===== config.mk =====
export PLATFORM = sky130hd
export DESIGN_NAME = nmea_sentence_checksum_framer_core
export DESIGN_NICKNAME = d
export VERILOG_FILES = /design/src/sv/nmscf_pkg.sv /design/src/sv/nmscf_parser.sv /design/src/sv/nmscf_out_reg.sv /design/src/sv/nmea_sentence_checksum_framer_core.sv
export SDC_FILE = /design/constraint.sdc
export NUM_CORES = 1
export LEC_CHECK = 0
export ABC_AREA = 1
export BUFFER_PORTS_ARGS = -buffer_cell sky130_fd_sc_hd__buf_2
export CORE_UTILIZATION = 35
export DETAILED_ROUTE_END_ITERATION = 10
export HOLD_SLACK_MARGIN = 0.12
export SLEW_MARGIN = 20
export SYNTH_ARGS = -nofsm -noshare
export SYNTH_HDL_FRONTEND = slang
export SYNTH_SLANG_ARGS = --single-unit

===== constraint.sdc =====
create_clock -name aclk -period 4.9 [get_ports aclk]
set_input_delay 0.49 -clock aclk [delete_from_list [all_inputs] [get_ports aclk]]
set_output_delay 0.49 -clock aclk [all_outputs]
set_load 0.02 [all_outputs]

===== src/sv/nmscf_pkg.sv =====
// ----------------------------------------------------------------------------
// nmscf_pkg: shared types and constants for the sentence checksum framer
// Character codes, sentence tag tables, result layout and hex helper.
// ----------------------------------------------------------------------------
`default_nettype none

package nmscf_pkg;

    // character codes
    localparam logic [7:0] CH_DOLLAR = 8'h24;
    localparam logic [7:0] CH_STAR   = 8'h2A;
    localparam logic [7:0] CH_CR     = 8'h0D;
    localparam logic [7:0] CH_LF     = 8'h0A;

    // sentence kinds
    localparam logic [1:0] KIND_OTHER = 2'd0;
    localparam logic [1:0] KIND_RMC   = 2'd1;
    localparam logic [1:0] KIND_HDT   = 2'd2;

    // tag length and hex base
    localparam logic [7:0] KIND_LEN = 8'd5;
    localparam int         HEX_BASE = 16;

    // saturation limits and needed hex digit count
    localparam logic [1:0] CNT_SAT   = 2'd3;
    localparam logic [1:0] HEX_NEED  = 2'd2;
    localparam logic [7:0] LEN_SAT   = 8'd255;

    // stream widths
    localparam int IN_WIDTH  = 8;
    localparam int OUT_WIDTH = 24;

    // result bit positions inside m_tdata
    localparam int OK_BIT   = 0;
    localparam int KIND_LO  = 1;
    localparam int CSUM_LO  = 3;
    localparam int LEN_LO   = 11;
    localparam int PAD_LO   = 19;

    typedef struct packed {
        logic       checksum_ok;
        logic [1:0] sentence_kind;
        logic [7:0] computed_checksum;
        logic [7:0] body_length;
    } result_t;

    // tag characters of "GNRMC" by position
    function automatic logic [7:0] rmc_char(input logic [2:0] idx);
        logic [7:0] ch;
        case (idx)
            3'd0: ch = 8'h47; // G
            3'd1: ch = 8'h4E; // N
            3'd2: ch = 8'h52; // R
            3'd3: ch = 8'h4D; // M
            3'd4: ch = 8'h43; // C
            default: ch = 8'h00;
        endcase
        return ch;
    endfunction

    // tag characters of "GPHDT" by position
    function automatic logic [7:0] hdt_char(input logic [2:0] idx);
        logic [7:0] ch;
        case (idx)
            3'd0: ch = 8'h47; // G
            3'd1: ch = 8'h50; // P
            3'd2: ch = 8'h48; // H
            3'd3: ch = 8'h44; // D
            3'd4: ch = 8'h54; // T
            default: ch = 8'h00;
        endcase
        return ch;
    endfunction

    // uppercase ascii hex digit of a nibble
    function automatic logic [7:0] hex_digit(input logic [3:0] v);
        logic [7:0] ch;
        if (v < 4'd10) begin
            ch = 8'h30 + {4'd0, v};
        end else begin
            ch = 8'h41 + {4'd0, v} - 8'd10;
        end
        return ch;
    endfunction

endpackage

`default_nettype wire


===== src/sv/nmscf_parser.sv =====
// ----------------------------------------------------------------------------
// nmscf_parser: sentence state and checksum logic
// Holds the per-sentence state, updates it for one character per step and
// flags the step that closes a sentence together with its result.
// ----------------------------------------------------------------------------
`default_nettype none

module nmscf_parser
    import nmscf_pkg::*;
(
    input  wire logic       aclk,
    input  wire logic       aresetn,
    input  wire logic       step_en,
    input  wire logic [7:0] rx_byte,
    output logic            emit,
    output result_t         result
);

    logic       in_sentence_reg,  in_sentence_next;
    logic [7:0] running_xor_reg,  running_xor_next;
    logic [1:0] star_count_reg,   star_count_next;
    logic [7:0] hex_hi_reg,       hex_hi_next;
    logic [7:0] hex_lo_reg,       hex_lo_next;
    logic [1:0] hex_count_reg,    hex_count_next;
    logic [7:0] length_count_reg, length_count_next;
    logic [1:0] kind_match_reg,   kind_match_next;

    logic is_dollar;
    logic is_eol;
    logic is_star;

    assign is_dollar = (rx_byte == CH_DOLLAR);
    assign is_eol    = (rx_byte == CH_CR) || (rx_byte == CH_LF);
    assign is_star   = (rx_byte == CH_STAR);

    // result of the sentence held in the state
    always_comb begin
        result.checksum_ok = (star_count_reg == 2'd1) && (hex_count_reg == HEX_NEED) &&
                             (hex_hi_reg == hex_digit(running_xor_reg[7:4])) &&
                             (hex_lo_reg == hex_digit(running_xor_reg[3:0]));
        result.sentence_kind = KIND_OTHER;
        if (length_count_reg >= KIND_LEN) begin
            if (kind_match_reg[0]) begin
                result.sentence_kind = KIND_RMC;
            end else if (kind_match_reg[1]) begin
                result.sentence_kind = KIND_HDT;
            end
        end
        result.computed_checksum = running_xor_reg;
        result.body_length       = length_count_reg;
    end

    // next state for one character
    always_comb begin
        in_sentence_next  = in_sentence_reg;
        running_xor_next  = running_xor_reg;
        star_count_next   = star_count_reg;
        hex_hi_next       = hex_hi_reg;
        hex_lo_next       = hex_lo_reg;
        hex_count_next    = hex_count_reg;
        length_count_next = length_count_reg;
        kind_match_next   = kind_match_reg;
        emit              = 1'b0;

        if (step_en) begin
            if (!in_sentence_reg || is_dollar) begin
                // a dollar opens a sentence, closing any open one
                if (is_dollar) begin
                    emit              = in_sentence_reg;
                    in_sentence_next  = 1'b1;
                    running_xor_next  = 8'd0;
                    star_count_next   = 2'd0;
                    hex_hi_next       = 8'd0;
                    hex_lo_next       = 8'd0;
                    hex_count_next    = 2'd0;
                    length_count_next = 8'd0;
                    kind_match_next   = 2'b11;
                end
            end else if (is_eol) begin
                emit             = 1'b1;
                in_sentence_next = 1'b0;
            end else if (is_star) begin
                if (star_count_reg != CNT_SAT) begin
                    star_count_next = star_count_reg + 2'd1;
                end
            end else if (star_count_reg == 2'd0) begin
                // body character
                running_xor_next = running_xor_reg ^ rx_byte;
                if (length_count_reg < KIND_LEN) begin
                    if (rx_byte != rmc_char(length_count_reg[2:0])) begin
                        kind_match_next[0] = 1'b0;
                    end
                    if (rx_byte != hdt_char(length_count_reg[2:0])) begin
                        kind_match_next[1] = 1'b0;
                    end
                end
                if (length_count_reg != LEN_SAT) begin
                    length_count_next = length_count_reg + 8'd1;
                end
            end else begin
                // checksum character
                if (hex_count_reg == 2'd0) begin
                    hex_hi_next = rx_byte;
                end else if (hex_count_reg == 2'd1) begin
                    hex_lo_next = rx_byte;
                end
                if (hex_count_reg != CNT_SAT) begin
                    hex_count_next = hex_count_reg + 2'd1;
                end
            end
        end
    end

    // state registers
    always_ff @(posedge aclk) begin
        if (!aresetn) begin
            in_sentence_reg  <= 1'b0;
            running_xor_reg  <= 8'd0;
            star_count_reg   <= 2'd0;
            hex_hi_reg       <= 8'd0;
            hex_lo_reg       <= 8'd0;
            hex_count_reg    <= 2'd0;
            length_count_reg <= 8'd0;
            kind_match_reg   <= 2'b11;
        end else begin
            in_sentence_reg  <= in_sentence_next;
            running_xor_reg  <= running_xor_next;
            star_count_reg   <= star_count_next;
            hex_hi_reg       <= hex_hi_next;
            hex_lo_reg       <= hex_lo_next;
            hex_count_reg    <= hex_count_next;
            length_count_reg <= length_count_next;
            kind_match_reg   <= kind_match_next;
        end
    end

endmodule

`default_nettype wire


===== src/sv/nmscf_out_reg.sv =====
// ----------------------------------------------------------------------------
// nmscf_out_reg: result register of the framer
// Holds one result until the downstream side takes it and packs it into
// the output data word.
// ----------------------------------------------------------------------------
`default_nettype none

module nmscf_out_reg
    import nmscf_pkg::*;
(
    input  wire logic                 aclk,
    input  wire logic                 aresetn,
    input  wire logic                 load_en,
    input  wire logic                 emit,
    input  wire result_t              result,
    output logic                      m_tvalid,
    output logic [OUT_WIDTH-1:0]      m_tdata
);

    logic    valid_reg, valid_next;
    result_t data_reg,  data_next;

    // load a new result or drop the taken one when the stage advances
    always_comb begin
        valid_next = valid_reg;
        data_next  = data_reg;
        if (load_en) begin
            valid_next = emit;
            data_next  = result;
        end
    end

    always_ff @(posedge aclk) begin
        if (!aresetn) begin
            valid_reg <= 1'b0;
        end else begin
            valid_reg <= valid_next;
        end
    end

    always_ff @(posedge aclk) begin
        data_reg <= data_next;
    end

    // pack fields from the lowest bit up, zero fill to whole bytes
    assign m_tvalid = valid_reg;
    assign m_tdata  = {5'd0, data_reg.body_length, data_reg.computed_checksum,
                       data_reg.sentence_kind, data_reg.checksum_ok};

endmodule

`default_nettype wire


===== src/sv/nmea_sentence_checksum_framer_core.sv =====
// Path: an accepted character passes the input and result registers to m_tvalid.
// Throughput: one character per cycle unless stalled; the parser state register is the
// only loop and it updates once per cycle.
// Stalls only while the result register is full and m_tready is low.
// Reset: synchronous active low aresetn clears the stage valid bits and
// the sentence state, so the block waits for the next dollar.
// ----------------------------------------------------------------------------
// nmea_sentence_checksum_framer_core: NMEA sentence checksum framer
// Input register, sentence parser and result register in one pass; one
// result per closed sentence with checksum status, kind, xor and length.
// ----------------------------------------------------------------------------
`default_nettype none

module nmea_sentence_checksum_framer_core
    import nmscf_pkg::*;
(
    input  wire logic                 aclk,
    input  wire logic                 aresetn,
    // input characters
    input  wire logic                 s_tvalid,
    output logic                      s_tready,
    input  wire logic [IN_WIDTH-1:0]  s_tdata,  // [7:0] rx_byte
    // sentence results
    output logic                      m_tvalid,
    input  wire logic                 m_tready,
    output logic [OUT_WIDTH-1:0]      m_tdata   // [0] checksum_ok, [2:1] sentence_kind,
                                                // [10:3] computed_checksum,
                                                // [18:11] body_length, [23:19] zero
);

    logic                in_valid_reg, in_valid_next;
    logic [IN_WIDTH-1:0] in_byte_reg,  in_byte_next;
    logic                advance;
    logic                emit;
    result_t             result;

    // pipeline moves when the result register is free or being emptied
    assign advance  = !m_tvalid || m_tready;
    assign s_tready = !in_valid_reg || advance;

    // input register
    always_comb begin
        in_valid_next = in_valid_reg;
        in_byte_next  = in_byte_reg;
        if (s_tready) begin
            in_valid_next = s_tvalid;
            in_byte_next  = s_tdata;
        end
    end

    always_ff @(posedge aclk) begin
        if (!aresetn) begin
            in_valid_reg <= 1'b0;
        end else begin
            in_valid_reg <= in_valid_next;
        end
    end

    always_ff @(posedge aclk) begin
        in_byte_reg <= in_byte_next;
    end

    // sentence parser
    nmscf_parser u_parser (
        .aclk    (aclk),
        .aresetn (aresetn),
        .step_en (in_valid_reg && advance),
        .rx_byte (in_byte_reg),
        .emit    (emit),
        .result  (result)
    );

    // result register
    nmscf_out_reg u_out_reg (
        .aclk     (aclk),
        .aresetn  (aresetn),
        .load_en  (advance),
        .emit     (emit && in_valid_reg),
        .result   (result),
        .m_tvalid (m_tvalid),
        .m_tdata  (m_tdata)
    );

endmodule

`default_nettype wire


# Word-level counts from Yosys, hierarchy flattened
# Cells that the tools add are included.
[totals] regBits=68 inputBits=12 out_inout_bits=26 elab_cells=155
[op_classes] addsub=9 n_lt_le_gt_ge=4 eq_ne=23 mux=64 bitwise=2 n_reduce_logical=36
[op_table] operator="$mux 8" count=35
[op_table] operator="$pmux 7 s5" count=2
[op_table] operator="$mux 2" count=17
[op_table] operator="$reduce_bool 2->1" count=11
[op_table] operator="$reduce_and 7->1" count=3
[op_table] operator="$reduce_and 6->1" count=3
[op_table] operator="$add 7x4->8 const A" count=2
[op_table] operator="$eq 8x4->1 const B" count=2
[op_table] operator="$eq 8x6->1 const B" count=2
[op_table] operator="$eq 8x8->1" count=2
[op_table] operator="$ne 8x8->1" count=2
[op_table] operator="$sub 8x4->8 const B" count=2
[op_table] operator="$add 6x4->7 const A" count=2
[op_table] operator="$mux 1" count=10
[op_table] operator="$reduce_and 5->1" count=2
[op_table] operator="$add 8x1->8 const B" count=1
[op_table] operator="$ge 8x3->1 const B" count=1
[op_table] operator="$lt 4x4->1 const B" count=2
[op_table] operator="$lt 8x3->1 const B" count=1
[op_table] operator="$ne 2x2->1 const B" count=4
[op_table] operator="$ne 8x8->1 const B" count=1
[op_table] operator="$xor 8x8->8" count=1
[op_table] operator="$eq 3x2->1 const B" count=2
[op_table] operator="$ne 2x1->1 const B" count=3
[op_table] operator="other kinds (13)" count=25

# Logic depth before layout (Yosys ltp)
[depth] ltp_word=15 ltp_mapped=14 depth_no_buf=14

# Modules after synthesis
# From an unflattened synthesis, not the netlist that was laid out.
[hier_totals] cells_unflattened=498 hier_area_um2=3723.6
[by_module_without_submodules] mod="nmscf_parser" instances=1 cells_per_inst=449 area_per_inst_um2=2761.4 seq_area_each_um2=780.7
[by_module_without_submodules] mod="nmscf_out_reg" instances=1 cells_per_inst=31 area_per_inst_um2=653.1 seq_area_each_um2=590.6
[by_module_without_submodules] mod="nmea_sentence_checksum_framer_core" instances=1 cells_per_inst=18 area_per_inst_um2=309.0 seq_area_each_um2=260.2

# Worst setup path before layout
# OpenSTA, ideal clock, no wires.
[synth_path] path_type="register to register" startpoint="reg u_parser.length_count_reg[0]" endpoint="reg u_parser.kind_match_reg[0]" setup_time_ps=112 arrival_time_ps=1542 required_ps=4788 slack_ps=3246 path_stages_with_launch=13 n_path_buf=0 period_less_slack_ps=1654 cell_sequence="dfxtp_1 inv_1 ha_1 o21ai_0 nand2_1 nand2_1 nand2_1 nand2_1 nor2_1 nand2_1 nand2_1 nand2_1 nand2_1"
[synth_via] elab_chain_cells=11 word_cells_on_any_way=17 cone_classes="order compare (1); eq/ne (5); mux (7); reduce/logical (4)"
[synth_rtl] item="start: declaration" line="nmscf_parser.sv:25" rtl="logic [7:0] length_count_reg, length_count_next;"
[synth_rtl] item="start signal: assignment" line="nmscf_parser.sv:132" rtl="length_count_reg <= length_count_next;"
[synth_rtl] item="$eq 3x3->1, or another cell as far along" line="nmscf_pkg.sv:50" rtl="case (idx)"
[synth_rtl] item="$pmux 7 s5" line="nmscf_pkg.sv:50"
[synth_rtl] item="$mux 8" line="nmscf_parser.sv:89" rtl="if (length_count_reg < KIND_LEN) begin"
[synth_rtl] item="$mux 8" line="nmscf_parser.sv:86" rtl="end else if (star_count_reg == 2'd0) begin"
[synth_rtl] item="$mux 8" line="nmscf_parser.sv:82" rtl="end else if (is_star) begin"
[synth_rtl] item="$mux 8" line="nmscf_parser.sv:79" rtl="end else if (is_eol) begin"
[synth_rtl] item="$mux 8" line="nmscf_parser.sv:66" rtl="if (!in_sentence_reg || is_dollar) begin"
[synth_rtl] item="$mux 8" line="nmscf_parser.sv:65" rtl="if (step_en) begin"
[synth_rtl] item="$ne 8x8->1" line="nmscf_parser.sv:90" rtl="if (rx_byte != rmc_char(length_count_reg[2:0])) begin"
[synth_rtl] item="$reduce_bool 2->1 (no source line)"
[synth_rtl] item="$reduce_and 7->1 (no source line) (*)"
[synth_rtl] item="end signal: assignment" line="nmscf_parser.sv:133" rtl="kind_match_reg <= kind_match_next;"
[synth_rtl] item="end: declaration" line="nmscf_parser.sv:26" rtl="logic [1:0] kind_match_reg, kind_match_next;"
# Mark *: on every way between the ends. The rest lies on a longest branch, timed or not. The select of a mux whose other input is x is not followed.
# A chain may end at the register's enable or synchronous reset.

# Worst setup path in the final report
[layout_path] startpoint="reg in_byte_reg[3]" endpoint="reg u_parser.length_count_reg[1]"
[layout_via] elab_chain_cells=4 word_cells_on_any_way=13 cone_classes="eq/ne (7); mux (1); reduce/logical (5)"
[layout_rtl] item="start: declaration" line="nmea_sentence_checksum_framer_core.sv:32" rtl="logic [IN_WIDTH-1:0] in_byte_reg, in_byte_next;"
[layout_rtl] item="start signal: assignment" line="nmea_sentence_checksum_framer_core.sv:60" rtl="in_byte_reg <= in_byte_next;"
[layout_rtl] item="$eq 8x6->1 or $eq 8x4->1 (tied branches)" line="nmscf_parser.sv:32, nmscf_parser.sv:33"
[layout_rtl] item="$logic_or 1x1->1, on equally long branches" line="nmscf_parser.sv:66, nmscf_parser.sv:33"
[layout_rtl] item="$ne 2x1->1 (no source line), or another cell as far along"
[layout_rtl] item="$reduce_and 6->1 (no source line)"
# Parallel ways exist; a longest one is shown, timed or not.

==> results.json <==
{
  "cpMostUsedCell": "nand2_1",
  "dp.cells": 688,
  "largest_register_ffs": 19,
  "grt_max_degree": 27,
  "antenna_cell_count": 0,
  "clk_pin_slew_ps": 50,
  "detail_route.wirelength_um": 9179,
  "critical_path.reg2reg.startpoint": "in_byte_reg[3]",
  "core.rowCount": 38,
  "arrival_ps": 2310,
  "endpoint_kind": "register",
  "synth.yosys.warnings": 0,
  "cts_made_buffers": 9,
  "number_of_buffer_cells_added_on_primary_ports": 32,
  "finalWorstPathRequiredPeriod_ps": 2056,
  "die_height_um": 108.7,
  "hold_buffers": 0,
  "worst_hold_path.endpoint": "in_byte_reg[7]",
  "dr_total_vias": 3437,
  "layout.core_utilization": 0.4072,
  "finClkSkew_ps": 5.503,
  "synth_seq_cells": 68,
  "hp-class": "in2reg",
  "first_global_vias": 3191,
  "area.sequential_um2": 1632,
  "cp_slowest_cell": "edfxtp_1",
  "ff2ff_setup_slack_ps": 2840,
  "clk_path_buf_depth": 2,
  "min_period_over_period": 0.4195,
  "status": "finished, final reports clean",
  "dr.pass1.iters": 5,
  "cts.root.buffer_cell": "clkbuf_16",
  "syn-cell-area_um2": 3983,
  "vias_per_cell": 4.882,
  "drc_errors": 0,
  "timing.setup.critical_path_class": "reg2reg",
  "globalRouteOverflowTotal": 0,
  "synth_cell_types": 40,
  "cpPeakStageDelay_ps": 550,
  "dominant_register_cell_in_the_synthesized_netlist": "dfxtp_1",
  "synth_enable_flop_cells": 27,
  "initial_utilization": 0.3626,
  "maximum_fanout_along_the_worst_path": 26,
  "first_iter_violations": 311,
  "report.final.hold_viol_count": 0,
  "cellLeakagePower_uw": 0.001955,
  "worstPathCellList": "inv_2 -> nand2_1 -> nor2_2 -> nand2_4 -> nand2_8 -> nor2_4 -> nor2_8 -> nand2_2 -> nand2_1 -> nand2_1 -> nor2_1",
  "grt_setup_unrepaired": "no",
  "filler_cell_count": 1103,
  "clk-insertion-delay-late_ps": 340,
  "syn-instance-count": 531,
  "worst-r2r-cell-count": 11,
  "vdd_drop_max_v": 0.0001342,
  "post-cts-setup-buffers": 0,
  "min_path_cells": 1,
  "launch_point_of_the_worst_hold_path": "s_tdata[7]",
  "floorplan.io_pins": 38,
  "worstMarginPinSlew_ps": 937.2,
  "hold_ws_ps": 329.9,
  "required_ps": 5160,
  "die_outline_width_um": 108.7,
  "maxCapViolations": 0,
  "post_cts.resized_instances": 0,
  "synth-async-reset-ratio": 0,
  "share_of_the_yosys_chip_area_belonging_to_registers": 0.4097,
  "fin_cells": 704,
  "share_of_post_route_cells_with_drive_strength_above_1": 0.1365,
  "startpoint_types": "register",
  "multiInputGateArea_um2": 2009,
  "timing.rr.end": "u_parser.length_count_reg[1]",
  "design.final.nets": 586,
  "max_freq_ghz": 0.4865,
  "count_of_clock_tree_sinks": 68,
  "areal_power_density_over_the_cells_nw_per_um2": 280.7,
  "synthesized_area_divided_by_synthesized_cell_count_um2": 7.500,
  "die_area_um2": 11810,
  "setup_viol": 0,
  "tritoncts_clock_tree": "done",
  "drv_slew": 0,
  "post_drt_wl_per_cell_um": 13.04,
  "flow.area_growth_from_synthesis_pct": 12.28,
  "antenna_found_initial": 0,
  "core-area_um2": 10980,
  "max-slew-margin-rel": 0.3737,
  "drt.antenna.violating_nets": 0,
  "place.detailed.hpwl_um": 6789,
  "grt_first_pass_wirelength_um": 15500,
  "gpl.final_weighted_congestion": 0.8663,
  "grt_util_all_layers": 0.1727,
  "finalSetupTns_ps": 0,
  "cts_max_level": 3
}
-- per-layer routing --
metal / GRT usage / wire (um) / up-vias
li1: - / - / 1756
met2: 0.2740 / 4158 / 91
met5: 0 / 0 / -
met3: 0.04423 / 439 / 20
met1: 0.2206 / 4344 / 1570
met4: 0.07722 / 236 / 0
-- through the flow --
step	area (um2)	worst slack (ps)	power, uW
final	4472	2844	1255
after global routing	4472	2613	1301
after CTS	4472	2838	1268
after detailed placement	4189	2871	659.9
after global placement	4189	2899	659.4
after floorplan	3998	3246	652.7
-- where the power goes --
| group | leakage (uW) | internal (uW) | switching [uW] | total [uW] |
|---|---|---|---|---|
| clock network | 0.000140 | 381 | 225 | 606 |
| registers | 0.000650 | 590 | 9.15 | 599 |
| logic | 0.00117 | 15.5 | 34.2 | 49.8 |
| total | 0.00196 | 987 | 269 | 1260 |
-- cell families after synthesis --
kind of cell             after synthesis  synth area share
buffers and inverters                 75           0.08954
flip-flops                            68            0.4097
AND/OR/NAND/NOR                      299            0.3340
AO/OA/AOI/OAI                         57           0.08357
other                                  1         0.0009416
XOR/XNOR                              16           0.03519
adder cells (fa/ha/maj)               15           0.04713
-- synthesized netlist by cell type, types with 4 or more instances --
cell type	n	area share
buf_6	4	0.011
a21oi_1	24	0.030
nand2_2	7	0.011
nand2_1	137	0.13
buf_2	4	0.0050
nand4_1	6	0.0094
buf_4	7	0.013
dfxtp_1	41	0.21
inv_1	49	0.046
ha_1	15	0.047
nor2_1	75	0.071
inv_2	5	0.0047
edfxtp_1	27	0.20
nor3_1	4	0.0050
xnor2_1	11	0.024
o21ai_0	19	0.024
nand3_1	54	0.068
xor2_1	5	0.011
o211ai_1	5	0.0094
-- worst max path at each step --
stage | from | to | slack, ps | cells after the start
6_report | in_byte_reg[3] | u_parser.length_count_reg[1] | 2840 | 11
5_1_grt | u_parser.length_count_reg[0] | u_parser.kind_match_reg[1] | 2610 | 11
4_1_cts | in_byte_reg[3] | u_parser.length_count_reg[1] | 2840 | 11
3_5_place_dp | in_byte_reg[3] | u_parser.length_count_reg[2] | 2870 | 11
3_3_place_gp | u_parser.length_count_reg[0] | u_parser.kind_match_reg[0] | 2900 | 12
2_1_floorplan | u_parser.length_count_reg[0] | u_parser.kind_match_reg[0] | 3250 | 12
-- worst max-delay path: cells and delay by family, from the launching register on --
family / cells / cell delay (ps)
buf+inv: 1 / 130
flops: 1 / 550
simple gates: 10 / 1270
-- area by class of cell --
class                      instances  area share
clock buffer                      14     0.06128
multi-input combinational        392      0.4494
inverter                          56     0.04757
timing repair buffer              32     0.03581
clock inverter                     2    0.001959
tap                              140     0.03917
sequential                        68      0.3649
-- layout by cell type, fill, tap and decap left out --
cell type | synthesis | routed
a21boi_2 | 1 | 1
a21oi_1 | 24 | 24
a21oi_2 | 2 | 2
a31oi_1 | 1 | 1
buf_2 | 4 | 32
clkbuf_1 | 3 | 2
clkbuf_16 | 0 | 9
clkbuf_8 | 0 | 3
clkinv_1 | 1 | 2
clkinv_2 | 0 | 1
conb_1 | 1 | 5
dfxtp_1 | 41 | 41
edfxtp_1 | 27 | 27
ha_1 | 15 | 15
inv_1 | 49 | 49
inv_2 | 5 | 5
inv_4 | 1 | 1
nand2_1 | 137 | 137
nand2_2 | 7 | 7
nand2_4 | 2 | 2
nand2_8 | 1 | 1
nand3_1 | 54 | 54
nand3_2 | 2 | 2
nand3b_1 | 2 | 2
nand4_1 | 6 | 6
nor2_1 | 75 | 75
nor2_2 | 3 | 3
nor2_4 | 3 | 3
nor2_8 | 1 | 1
nor3_1 | 4 | 4
o211ai_1 | 5 | 5
o21a_1 | 1 | 1
o21ai_0 | 19 | 19
o21ai_1 | 1 | 1
o21ai_2 | 1 | 1
o21ai_4 | 1 | 1
o21bai_1 | 1 | 1
or2_2 | 2 | 2
xnor2_1 | 11 | 11
xor2_1 | 5 | 5
Power figures use the tool's default switching activity.
